File: src/design/isu_pkg.sv
// Shared constants and helpers for the interval set union/subtract block.
`timescale 1ns / 1ps

package isu_pkg;

    // Default table depth and position width.
    localparam int DEF_MAX_SEGMENTS  = 16;
    localparam int DEF_POSITION_BITS = 32;

    // Widths of the stream payloads.
    localparam int IN_DATA_W  = 64;
    localparam int OUT_DATA_W = 96;
    localparam int OUT_USER_W = 2;

    // Adds a nonnegative length to a running total and saturates at all ones.
    function automatic logic [31:0] sat_add(input logic [31:0] tot, input logic [32:0] len);
        logic [33:0] sum;
        sum = {2'b00, tot} + {1'b0, len};
        if (sum[33:32] != 2'b00)
        begin
            return '1;
        end
        return sum[31:0];
    endfunction

endpackage

File: src/design/isu_mem.sv
// Single-port table memory with a registered read port.
`timescale 1ns / 1ps

module isu_mem #(
    parameter int DEPTH = 32,
    parameter int AW    = 5,
    parameter int DW    = 64
) (
    input  logic          clk,
    input  logic          we,
    input  logic          re,
    input  logic [AW-1:0] addr,
    input  logic [DW-1:0] wdata,
    output logic [DW-1:0] rdata
);

    logic [DW-1:0] mem [0:DEPTH-1];
    logic [DW-1:0] rdata_reg;

    // One write or one read per cycle; the read data is registered.
    always_ff @(posedge clk)
    begin
        if (we)
        begin
            mem[addr] <= wdata;
        end
        if (re)
        begin
            rdata_reg <= mem[addr];
        end
    end

    assign rdata = rdata_reg;

endmodule

File: src/design/interval_set_union_subtract_core.sv
// Top level of the interval set union/subtract block.
`timescale 1ns / 1ps

// Keeps a sorted set of disjoint intervals in a two-bank table memory. A job
// (two endpoints on s_tdata, open/close on s_tuser) sweeps the stored
// intervals: each entry is read (ST_RD), classified (ST_CALC) and its zero
// to two resulting pieces are written into the other bank one at a time
// (ST_WR) before the next entry is read. The new table is taken only if it
// fits in MAX_SEGMENTS entries; otherwise the old set stays and every result
// carries the overflow flag. The set is then streamed out, one interval per
// transfer (read, wait for the data, hold for the sink), with tlast on the
// final one, or a single transfer flagged empty. No clearing pass is needed
// after reset. s_tready is high only between jobs.
module interval_set_union_subtract_core
#(
    parameter int MAX_SEGMENTS  = isu_pkg::DEF_MAX_SEGMENTS,
    parameter int POSITION_BITS = isu_pkg::DEF_POSITION_BITS
) (
    input  logic                             clk,
    input  logic                             rst_n,
    input  logic                             s_tvalid,
    output logic                             s_tready,
    // [31:0] job_start, [63:32] job_end
    input  logic [isu_pkg::IN_DATA_W-1:0]    s_tdata,
    // [0] action
    input  logic                             s_tuser,
    output logic                             m_tvalid,
    input  logic                             m_tready,
    // [31:0] seg_start, [63:32] seg_end, [95:64] total_length
    output logic [isu_pkg::OUT_DATA_W-1:0]   m_tdata,
    // [0] set_empty, [1] overflow
    output logic [isu_pkg::OUT_USER_W-1:0]   m_tuser,
    output logic                             m_tlast
);

    import isu_pkg::*;

    localparam int PW    = (POSITION_BITS < 32) ? POSITION_BITS : 32;
    localparam int CW    = $clog2(MAX_SEGMENTS + 2);
    localparam int DEPTH = 2 * MAX_SEGMENTS;
    localparam int AW    = (DEPTH > 1) ? $clog2(DEPTH) : 1;
    localparam int IW    = (MAX_SEGMENTS > 1) ? $clog2(MAX_SEGMENTS) : 1;

    typedef enum logic [7:0] {
        ST_IDLE   = 8'b0000_0001,
        ST_RD     = 8'b0000_0010,
        ST_CALC   = 8'b0000_0100,
        ST_WR     = 8'b0000_1000,
        ST_DECIDE = 8'b0001_0000,
        ST_ERD    = 8'b0010_0000,
        ST_EWAIT  = 8'b0100_0000,
        ST_EHOLD  = 8'b1000_0000
    } state_t;

    state_t state_reg, state_next;

    // Control state.
    logic          bank_reg, bank_next;
    logic [CW-1:0] cnt_reg, cnt_next;
    logic [CW-1:0] idx_reg, idx_next;
    logic [CW-1:0] n_reg, n_next;
    logic          open_reg, open_next;
    logic          placed_reg, placed_next;
    logic          p0v_reg, p0v_next;
    logic          p1v_reg, p1v_next;
    logic          ovf_reg, ovf_next;

    // Payload state.
    logic signed [PW-1:0] a_reg, a_next;
    logic signed [PW-1:0] b_reg, b_next;
    logic signed [PW-1:0] p0s_reg, p0s_next, p0e_reg, p0e_next;
    logic signed [PW-1:0] p1s_reg, p1s_next, p1e_reg, p1e_next;
    logic [31:0]          old_tot_reg, old_tot_next;
    logic [31:0]          new_tot_reg, new_tot_next;
    logic [31:0]          tot_reg, tot_next;
    logic signed [PW-1:0] os_reg, os_next, oe_reg, oe_next;
    logic                 oempty_reg, oempty_next;
    logic                 olast_reg, olast_next;

    // Memory port.
    logic            mem_we, mem_re;
    logic [AW-1:0]   mem_addr;
    logic [2*PW-1:0] mem_wdata, mem_rdata;
    logic            addr_bank;
    logic [IW-1:0]   addr_idx;

    logic signed [PW-1:0] in_p, in_q, rs, re_pos;
    logic [PW:0]          old_len, w_len;

    isu_mem #(
        .DEPTH (DEPTH),
        .AW    (AW),
        .DW    (2 * PW)
    ) u_mem (
        .clk   (clk),
        .we    (mem_we),
        .re    (mem_re),
        .addr  (mem_addr),
        .wdata (mem_wdata),
        .rdata (mem_rdata)
    );

    assign in_p   = s_tdata[PW-1:0];
    assign in_q   = s_tdata[32+PW-1:32];
    assign rs     = mem_rdata[PW-1:0];
    assign re_pos = mem_rdata[2*PW-1:PW];

    // Bank select: entries of bank 1 sit above those of bank 0.
    assign mem_addr = addr_bank ? (AW'(MAX_SEGMENTS) + AW'(addr_idx)) : AW'(addr_idx);

    // Lengths are positive differences, one bit wider than a position.
    assign old_len = {re_pos[PW-1], re_pos} - {rs[PW-1], rs};
    assign w_len   = p0v_reg ? ({p0e_reg[PW-1], p0e_reg} - {p0s_reg[PW-1], p0s_reg})
                             : ({p1e_reg[PW-1], p1e_reg} - {p1s_reg[PW-1], p1s_reg});

    // Sweep and output sequencer.
    always_comb
    begin
        state_next   = state_reg;
        bank_next    = bank_reg;
        cnt_next     = cnt_reg;
        idx_next     = idx_reg;
        n_next       = n_reg;
        open_next    = open_reg;
        placed_next  = placed_reg;
        p0v_next     = p0v_reg;
        p1v_next     = p1v_reg;
        ovf_next     = ovf_reg;
        a_next       = a_reg;
        b_next       = b_reg;
        p0s_next     = p0s_reg;
        p0e_next     = p0e_reg;
        p1s_next     = p1s_reg;
        p1e_next     = p1e_reg;
        old_tot_next = old_tot_reg;
        new_tot_next = new_tot_reg;
        tot_next     = tot_reg;
        os_next      = os_reg;
        oe_next      = oe_reg;
        oempty_next  = oempty_reg;
        olast_next   = olast_reg;
        mem_we       = 1'b0;
        mem_re       = 1'b0;
        mem_wdata    = {p0e_reg, p0s_reg};
        addr_bank    = bank_reg;
        addr_idx     = idx_reg[IW-1:0];

        unique case (state_reg)
            ST_IDLE:
            begin
                if (s_tvalid)
                begin
                    a_next       = (in_p < in_q) ? in_p : in_q;
                    b_next       = (in_p < in_q) ? in_q : in_p;
                    open_next    = s_tuser;
                    placed_next  = 1'b0;
                    idx_next     = '0;
                    n_next       = '0;
                    old_tot_next = '0;
                    new_tot_next = '0;
                    state_next   = ST_RD;
                end
            end

            ST_RD:
            begin
                if (idx_reg != cnt_reg)
                begin
                    mem_re     = 1'b1;
                    state_next = ST_CALC;
                end
                else if (open_reg && !placed_reg && (b_reg > a_reg))
                begin
                    // The job interval lies beyond every stored one.
                    p0s_next    = a_reg;
                    p0e_next    = b_reg;
                    p0v_next    = 1'b1;
                    p1v_next    = 1'b0;
                    placed_next = 1'b1;
                    state_next  = ST_WR;
                end
                else
                begin
                    state_next = ST_DECIDE;
                end
            end

            ST_CALC:
            begin
                old_tot_next = sat_add(old_tot_reg, 33'(old_len));
                idx_next     = idx_reg + 1'b1;
                p0v_next     = 1'b0;
                p1v_next     = 1'b0;
                state_next   = ST_WR;
                if (open_reg)
                begin
                    if (re_pos < a_reg)
                    begin
                        p0s_next = rs;
                        p0e_next = re_pos;
                        p0v_next = 1'b1;
                    end
                    else if (rs > b_reg)
                    begin
                        if (!placed_reg && (b_reg > a_reg))
                        begin
                            p0s_next = a_reg;
                            p0e_next = b_reg;
                            p0v_next = 1'b1;
                            p1s_next = rs;
                            p1e_next = re_pos;
                            p1v_next = 1'b1;
                        end
                        else
                        begin
                            p0s_next = rs;
                            p0e_next = re_pos;
                            p0v_next = 1'b1;
                        end
                        placed_next = 1'b1;
                    end
                    else
                    begin
                        // Overlapping or touching: widen the job interval.
                        if (rs < a_reg)
                        begin
                            a_next = rs;
                        end
                        if (re_pos > b_reg)
                        begin
                            b_next = re_pos;
                        end
                    end
                end
                else
                begin
                    if ((a_reg == b_reg) || (re_pos <= a_reg) || (rs >= b_reg))
                    begin
                        p0s_next = rs;
                        p0e_next = re_pos;
                        p0v_next = 1'b1;
                    end
                    else
                    begin
                        p0s_next = rs;
                        p0e_next = a_reg;
                        p0v_next = (rs < a_reg);
                        p1s_next = b_reg;
                        p1e_next = re_pos;
                        p1v_next = (b_reg < re_pos);
                    end
                end
            end

            ST_WR:
            begin
                // Write one pending piece into the other bank per cycle; pieces beyond MAX_SEGMENTS are only counted.
                addr_bank = !bank_reg;
                addr_idx  = n_reg[IW-1:0];
                if (p0v_reg || p1v_reg)
                begin
                    mem_wdata    = p0v_reg ? {p0e_reg, p0s_reg} : {p1e_reg, p1s_reg};
                    mem_we       = (n_reg < CW'(MAX_SEGMENTS));
                    new_tot_next = sat_add(new_tot_reg, 33'(w_len));
                    if (n_reg <= CW'(MAX_SEGMENTS))
                    begin
                        n_next = n_reg + 1'b1;
                    end
                    if (p0v_reg)
                    begin
                        p0s_next = p1s_reg;
                        p0e_next = p1e_reg;
                        p0v_next = p1v_reg;
                    end
                    p1v_next = 1'b0;
                    if (p0v_reg)
                    begin
                        p1v_next = 1'b0;
                    end
                end
                else
                begin
                    state_next = ST_RD;
                end
            end

            ST_DECIDE:
            begin
                ovf_next = (n_reg > CW'(MAX_SEGMENTS));
                if (n_reg > CW'(MAX_SEGMENTS))
                begin
                    tot_next = old_tot_reg;
                end
                else
                begin
                    bank_next = !bank_reg;
                    cnt_next  = n_reg;
                    tot_next  = new_tot_reg;
                end
                idx_next   = '0;
                state_next = ST_ERD;
            end

            ST_ERD:
            begin
                if (cnt_reg == '0)
                begin
                    os_next     = '0;
                    oe_next     = '0;
                    oempty_next = 1'b1;
                    olast_next  = 1'b1;
                    state_next  = ST_EHOLD;
                end
                else
                begin
                    mem_re     = 1'b1;
                    state_next = ST_EWAIT;
                end
            end

            ST_EWAIT:
            begin
                os_next     = rs;
                oe_next     = re_pos;
                oempty_next = 1'b0;
                olast_next  = (idx_reg == cnt_reg - 1'b1);
                state_next  = ST_EHOLD;
            end

            ST_EHOLD:
            begin
                if (m_tready)
                begin
                    if (olast_reg)
                    begin
                        state_next = ST_IDLE;
                    end
                    else
                    begin
                        idx_next   = idx_reg + 1'b1;
                        state_next = ST_ERD;
                    end
                end
            end

            default:
            begin
                state_next = ST_IDLE;
            end
        endcase
    end

    // Control registers.
    always_ff @(posedge clk or negedge rst_n)
    begin
        if (!rst_n)
        begin
            state_reg  <= ST_IDLE;
            bank_reg   <= 1'b0;
            cnt_reg    <= '0;
            idx_reg    <= '0;
            n_reg      <= '0;
            open_reg   <= 1'b0;
            placed_reg <= 1'b0;
            p0v_reg    <= 1'b0;
            p1v_reg    <= 1'b0;
            ovf_reg    <= 1'b0;
            olast_reg  <= 1'b0;
            oempty_reg <= 1'b0;
        end
        else
        begin
            state_reg  <= state_next;
            bank_reg   <= bank_next;
            cnt_reg    <= cnt_next;
            idx_reg    <= idx_next;
            n_reg      <= n_next;
            open_reg   <= open_next;
            placed_reg <= placed_next;
            p0v_reg    <= p0v_next;
            p1v_reg    <= p1v_next;
            ovf_reg    <= ovf_next;
            olast_reg  <= olast_next;
            oempty_reg <= oempty_next;
        end
    end

    // Payload registers.
    always_ff @(posedge clk)
    begin
        a_reg       <= a_next;
        b_reg       <= b_next;
        p0s_reg     <= p0s_next;
        p0e_reg     <= p0e_next;
        p1s_reg     <= p1s_next;
        p1e_reg     <= p1e_next;
        old_tot_reg <= old_tot_next;
        new_tot_reg <= new_tot_next;
        tot_reg     <= tot_next;
        os_reg      <= os_next;
        oe_reg      <= oe_next;
    end

    // Stream ports.
    assign s_tready = (state_reg == ST_IDLE);
    assign m_tvalid = (state_reg == ST_EHOLD);
    assign m_tdata  = {tot_reg, 32'(oe_reg), 32'(os_reg)};
    assign m_tuser  = {ovf_reg, oempty_reg};
    assign m_tlast  = olast_reg;

    // A stored interval always has positive length.
    assert property (@(posedge clk) disable iff (!rst_n)
        (m_tvalid && !oempty_reg) |-> (oe_reg > os_reg))
        else $error("emitted interval has no positive length");

    // An empty set is reported in one transfer.
    assert property (@(posedge clk) disable iff (!rst_n)
        (m_tvalid && oempty_reg) |-> (m_tlast && (cnt_reg == '0)))
        else $error("empty result is not a single last transfer");

    // The committed table never exceeds its capacity.
    assert property (@(posedge clk) disable iff (!rst_n)
        cnt_reg <= CW'(MAX_SEGMENTS))
        else $error("table count exceeds capacity");

endmodule

File: config.mk
export PLATFORM = sky130hd
export DESIGN_NAME = interval_set_union_subtract_core
export DESIGN_NICKNAME = d
export VERILOG_FILES = /design/src/design/isu_pkg.sv /design/src/design/isu_mem.sv /design/src/design/interval_set_union_subtract_core.sv
export SDC_FILE = /design/constraint.sdc
export NUM_CORES = 2
export LEC_CHECK = 0
export BUFFER_PORTS_ARGS = -buffer_cell sky130_fd_sc_hd__buf_2
export CORE_MARGIN = 2
export CORE_UTILIZATION = 52
export DETAILED_ROUTE_END_ITERATION = 8
export HOLD_SLACK_MARGIN = 0.08
export PLACE_DENSITY_LB_ADDON = 0.08
export SKIP_LAST_GASP = 1
export SLEW_MARGIN = 10
export SYNTH_ARGS = -nofsm -noshare
export SYNTH_HDL_FRONTEND = slang
export SYNTH_SLANG_ARGS = --single-unit
File: constraint.sdc
create_clock -name clk -period 18.4 [get_ports clk]
set_clock_uncertainty 0.2 [all_clocks]
set_input_delay 3.68 -clock clk [delete_from_list [all_inputs] [get_ports clk]]
set_output_delay 3.68 -clock clk [all_outputs]
set_load 0.01 [all_outputs]
==> results.py <==
metrics = {
    "setup_path": {
        "path_cells": "inv_1 -> ha_1 -> fa_1 -> nor2b_1 -> o31a_1 -> o221a_2 -> nor2_1 -> o21ai_0 -> a21o_1 -> a21oi_1 -> xnor2_1 -> ha_1 -> nand4_1 -> nor3_1 -> a31oi_1 -> a21oi_1 -> o221a_2 -> and3_1 -> o32a_1 -> mux2i_2 -> buf_4 -> a31oi_1",
        "path_buf_inv": 2,
        "arrival_ps": 7250,
        "crit_cells": 22,
        "cp.required_ps": 18780,
        "cp_top_family": "compound AO/OA/AOI/OAI gates",
        "start_kind": "flop",
        "crit_path_end_kind": "flop",
        "r2r-start": "u_mem.rdata[32]",
        "crit_fanout": 32,
        "r2r_cells": 22,
        "reg2reg_slack_ps": 11530,
        "cp_slowest_stage_delay_ps": 620,
        "critical_path_class": "reg -> reg",
        "slowest_stage": "edfxtp_1",
        "r2r-end": "old_tot_reg[18]",
    },
    "grt": {
        "grt_max_degree": 161,
        "grt_pass1_vias": 66300,
        "grt_pass1_wl_um": 508000,
        "grt_antenna_before_repair": 27,
        "grt_usage": 0.343,
        "grt_overflow": 0,
    },
    "cells_and_area": {
        "drive_gt1_frac": 0.127,
        "largest_reg_flops": 2048,
        "postLayoutCellArea_um2": 120000,
        "fin_nets": 7831,
        "synthToLayoutAreaGrowth_pct": 12.5,
    },
    "min_path": {
        "min_to": "ovf_reg",
        "worstHoldStart": "ovf_reg",
        "holdPathStages": 2,
        "hold_path_class": "reg -> reg",
    },
    "timing": {
        "fin_tns_setup_ps": 0,
        "worstMarginPinSlew_ps": 1450,
        "hold_violations": 0,
        "fmax_ghz": 0.146,
        "fin_crit_ps": 6870,
        "rsz0062_at_grt": "false",
        "fin_ws_ps": 11530,
        "slew_viol_final": 0,
        "setup_violations": 0,
        "slew_headroom": 0.0357,
        "fin_crit_sh": 0.373,
    },
    "synth": {
        "synth_edf_count": 2464,
        "yosys_most_used_dff": "edfxtp_1",
        "synth_top_area_frac": 0.692,
        "synthMuxAreaShare": 0.0158,
        "synth_fp_nets": 7567,
        "synth_top_area_cell": "edfxtp_1",
        "synth_xor_area_frac": 0.0115,
        "synthDistinctLibCells": 87,
        "synth_top_family_by_area": "compound AO/OA/AOI/OAI gates",
        "async_flop_share": 0.0124,
        "ys_seq_elements": 2495,
        "synth_fa_ha_area_frac": 0.0422,
        "syn-instance-count": 7140,
        "avgSynthCellArea_um2": 15.0,
        "synthSimpleGateAreaFrac": 0.0480,
        "synth_area_leaders": "edfxtp_1 (69%), a221oi_1 (4.3%), a22o_1 (4.2%), ha_1 (4.1%), o22ai_1 (1.6%)",
        "synth-compound-area-share": 0.157,
        "netlist_area_um2": 107000,
        "ys_warn_count": 0,
        "ys_seq_area_frac": 0.699,
    },
    "placed_design": {
        "placed_cell_area_um2": 112000,
        "port_buffers": 169,
        "gp_congestion": 0.992,
        "dpl.hpwl_um": 215000,
        "pre_cts_ws_ps": 11360,
    },
    "clock_tree": {
        "clockBufferDepth": 4,
        "cts_tree": "built",
        "ctsHtreeMaxLevel": 5,
        "cts_inserted_buffers": 279,
        "clock_latency_ps": 940,
        "cts_resized": 0,
        "cts_sinks": 2495,
        "post-cts-setup-buffer-count": 0,
        "root_buffer": "clkbuf_16",
        "cts.reportedPaths.clkPinSlew_ps": 60,
        "hold_buffers": 0,
    },
    "routing": {
        "num_vias": 70300,
        "firstDrtPassIters": 6,
        "drt_wl_total_um": 366000,
        "drc": 0,
        "drtAntennaViolNets": 0,
        "viasPerCell": 6.82,
        "wl_per_cell_um": 35.6,
        "drtIter0Drc": 9181,
    },
    "floorplan": {
        "die-area_um2": 209000,
        "row_count": 166,
        "pin_count": 170,
        "die_h_um": 457,
        "die_x_um": 457,
        "floorplan.initialDensity": 0.523,
        "core_area_um2": 205000,
    },
    "pwr": {
        "p_leak_nw": 41.8,
        "powerDensity_nw_per_um2": 129,
        "ir_drop_mv": 0.104,
    },
    "run_status": {
        "run_status": "finished, final reports clean",
    },
    "job": {
        "maxCapViolations": 0,
    },
}
[worst max-delay path by stage]
stage	start	endpoint
floorplan	u_mem.rdata[1]	p0e_reg[0]
detailed placement	s_tdata[63]	a_reg[12]
global route	p1s_reg[1]	new_tot_reg[16]
finish	u_mem.rdata[32]	old_tot_reg[18]
CTS	state_reg[1]	u_mem.mem[13][1]
global placement	s_tdata[63]	b_reg[29]
[cells in the mapped netlist (72+ instances only)]
cell type,n
nand2_1,366
mux2_2,83
and2_1,72
a21o_1,84
inv_1,288
nor2_1,181
o22ai_1,265
o21ai_0,254
ha_1,353
a21oi_1,254
clkbuf_1,324
xnor2_1,74
a221oi_1,520
a22o_1,513
edfxtp_1,2464
mux2i_1,75
[power breakdown]
part	switching, mW	internal [mW]
registers	0.250	6.57
logic	2.29	1.17
clock network	2.21	2.98
total	4.75	10.7
[logic make-up after synthesis]
family	after synthesis
muxes	158
AOI/OAI and AO/OA	2262
xor gates and xnor gates	140
DFF	2495
and+or+nand+nor	1024
adders and majority gates	358
buffers and inverters	703
[per-layer routing]
metal | up-vias | routed length (µm) | track usage
met5 | - | 23 | 0
met4 | 4 | 20800 | 0.174
met3 | 809 | 33000 | 0.0639
met2 | 3947 | 170000 | 0.535
met1 | 35800 | 143000 | 0.464
li1 | 29700 | - | -
[stage by stage]
step	total power, mW	std cells	util	hold WS (ps)
after global routing	16.0	10300	0.588	341
after global placement	10.3	9810	0.547	280
after CTS	15.4	10300	0.588	298
final	15.5	10300	0.588	289
after detailed placement	10.3	9810	0.547	287
after floorplan	8.98	7140	-	251
[worst min-delay path: cells and delay by family (launching register included)]
family	cells	cell delay (ps)
and+or+nand+nor	1	50
DFF	1	340
AOI/OAI and AO/OA	1	60
[layout by cell type (no fill, tap or decap), types with 74 or more instances in the layout]
| master | instances |
|---|---|
| edfxtp_1 | 2464 |
| a221oi_1 | 520 |
| a22o_1 | 513 |
| nand2_1 | 364 |
| ha_1 | 353 |
| inv_1 | 288 |
| clkbuf_16 | 287 |
| o22ai_1 | 264 |
| a21oi_1 | 251 |
| o21ai_0 | 221 |
| buf_4 | 216 |
| buf_2 | 169 |
| nor2_1 | 146 |
| a21o_1 | 84 |
| mux2_2 | 83 |
| xnor2_1 | 74 |
[final cells by class]
cell class	count	area [µm²]
diodes	11	27.5
clock buffers	347	7410
clock inverters	130	882
fillers	15600	84300
inverters	289	1080
multi-input cells	3942	30100
flip-flops and latches	2495	74800
well taps	2688	3360
repair buffers	397	2700
Power figures use the tool's default switching activity.
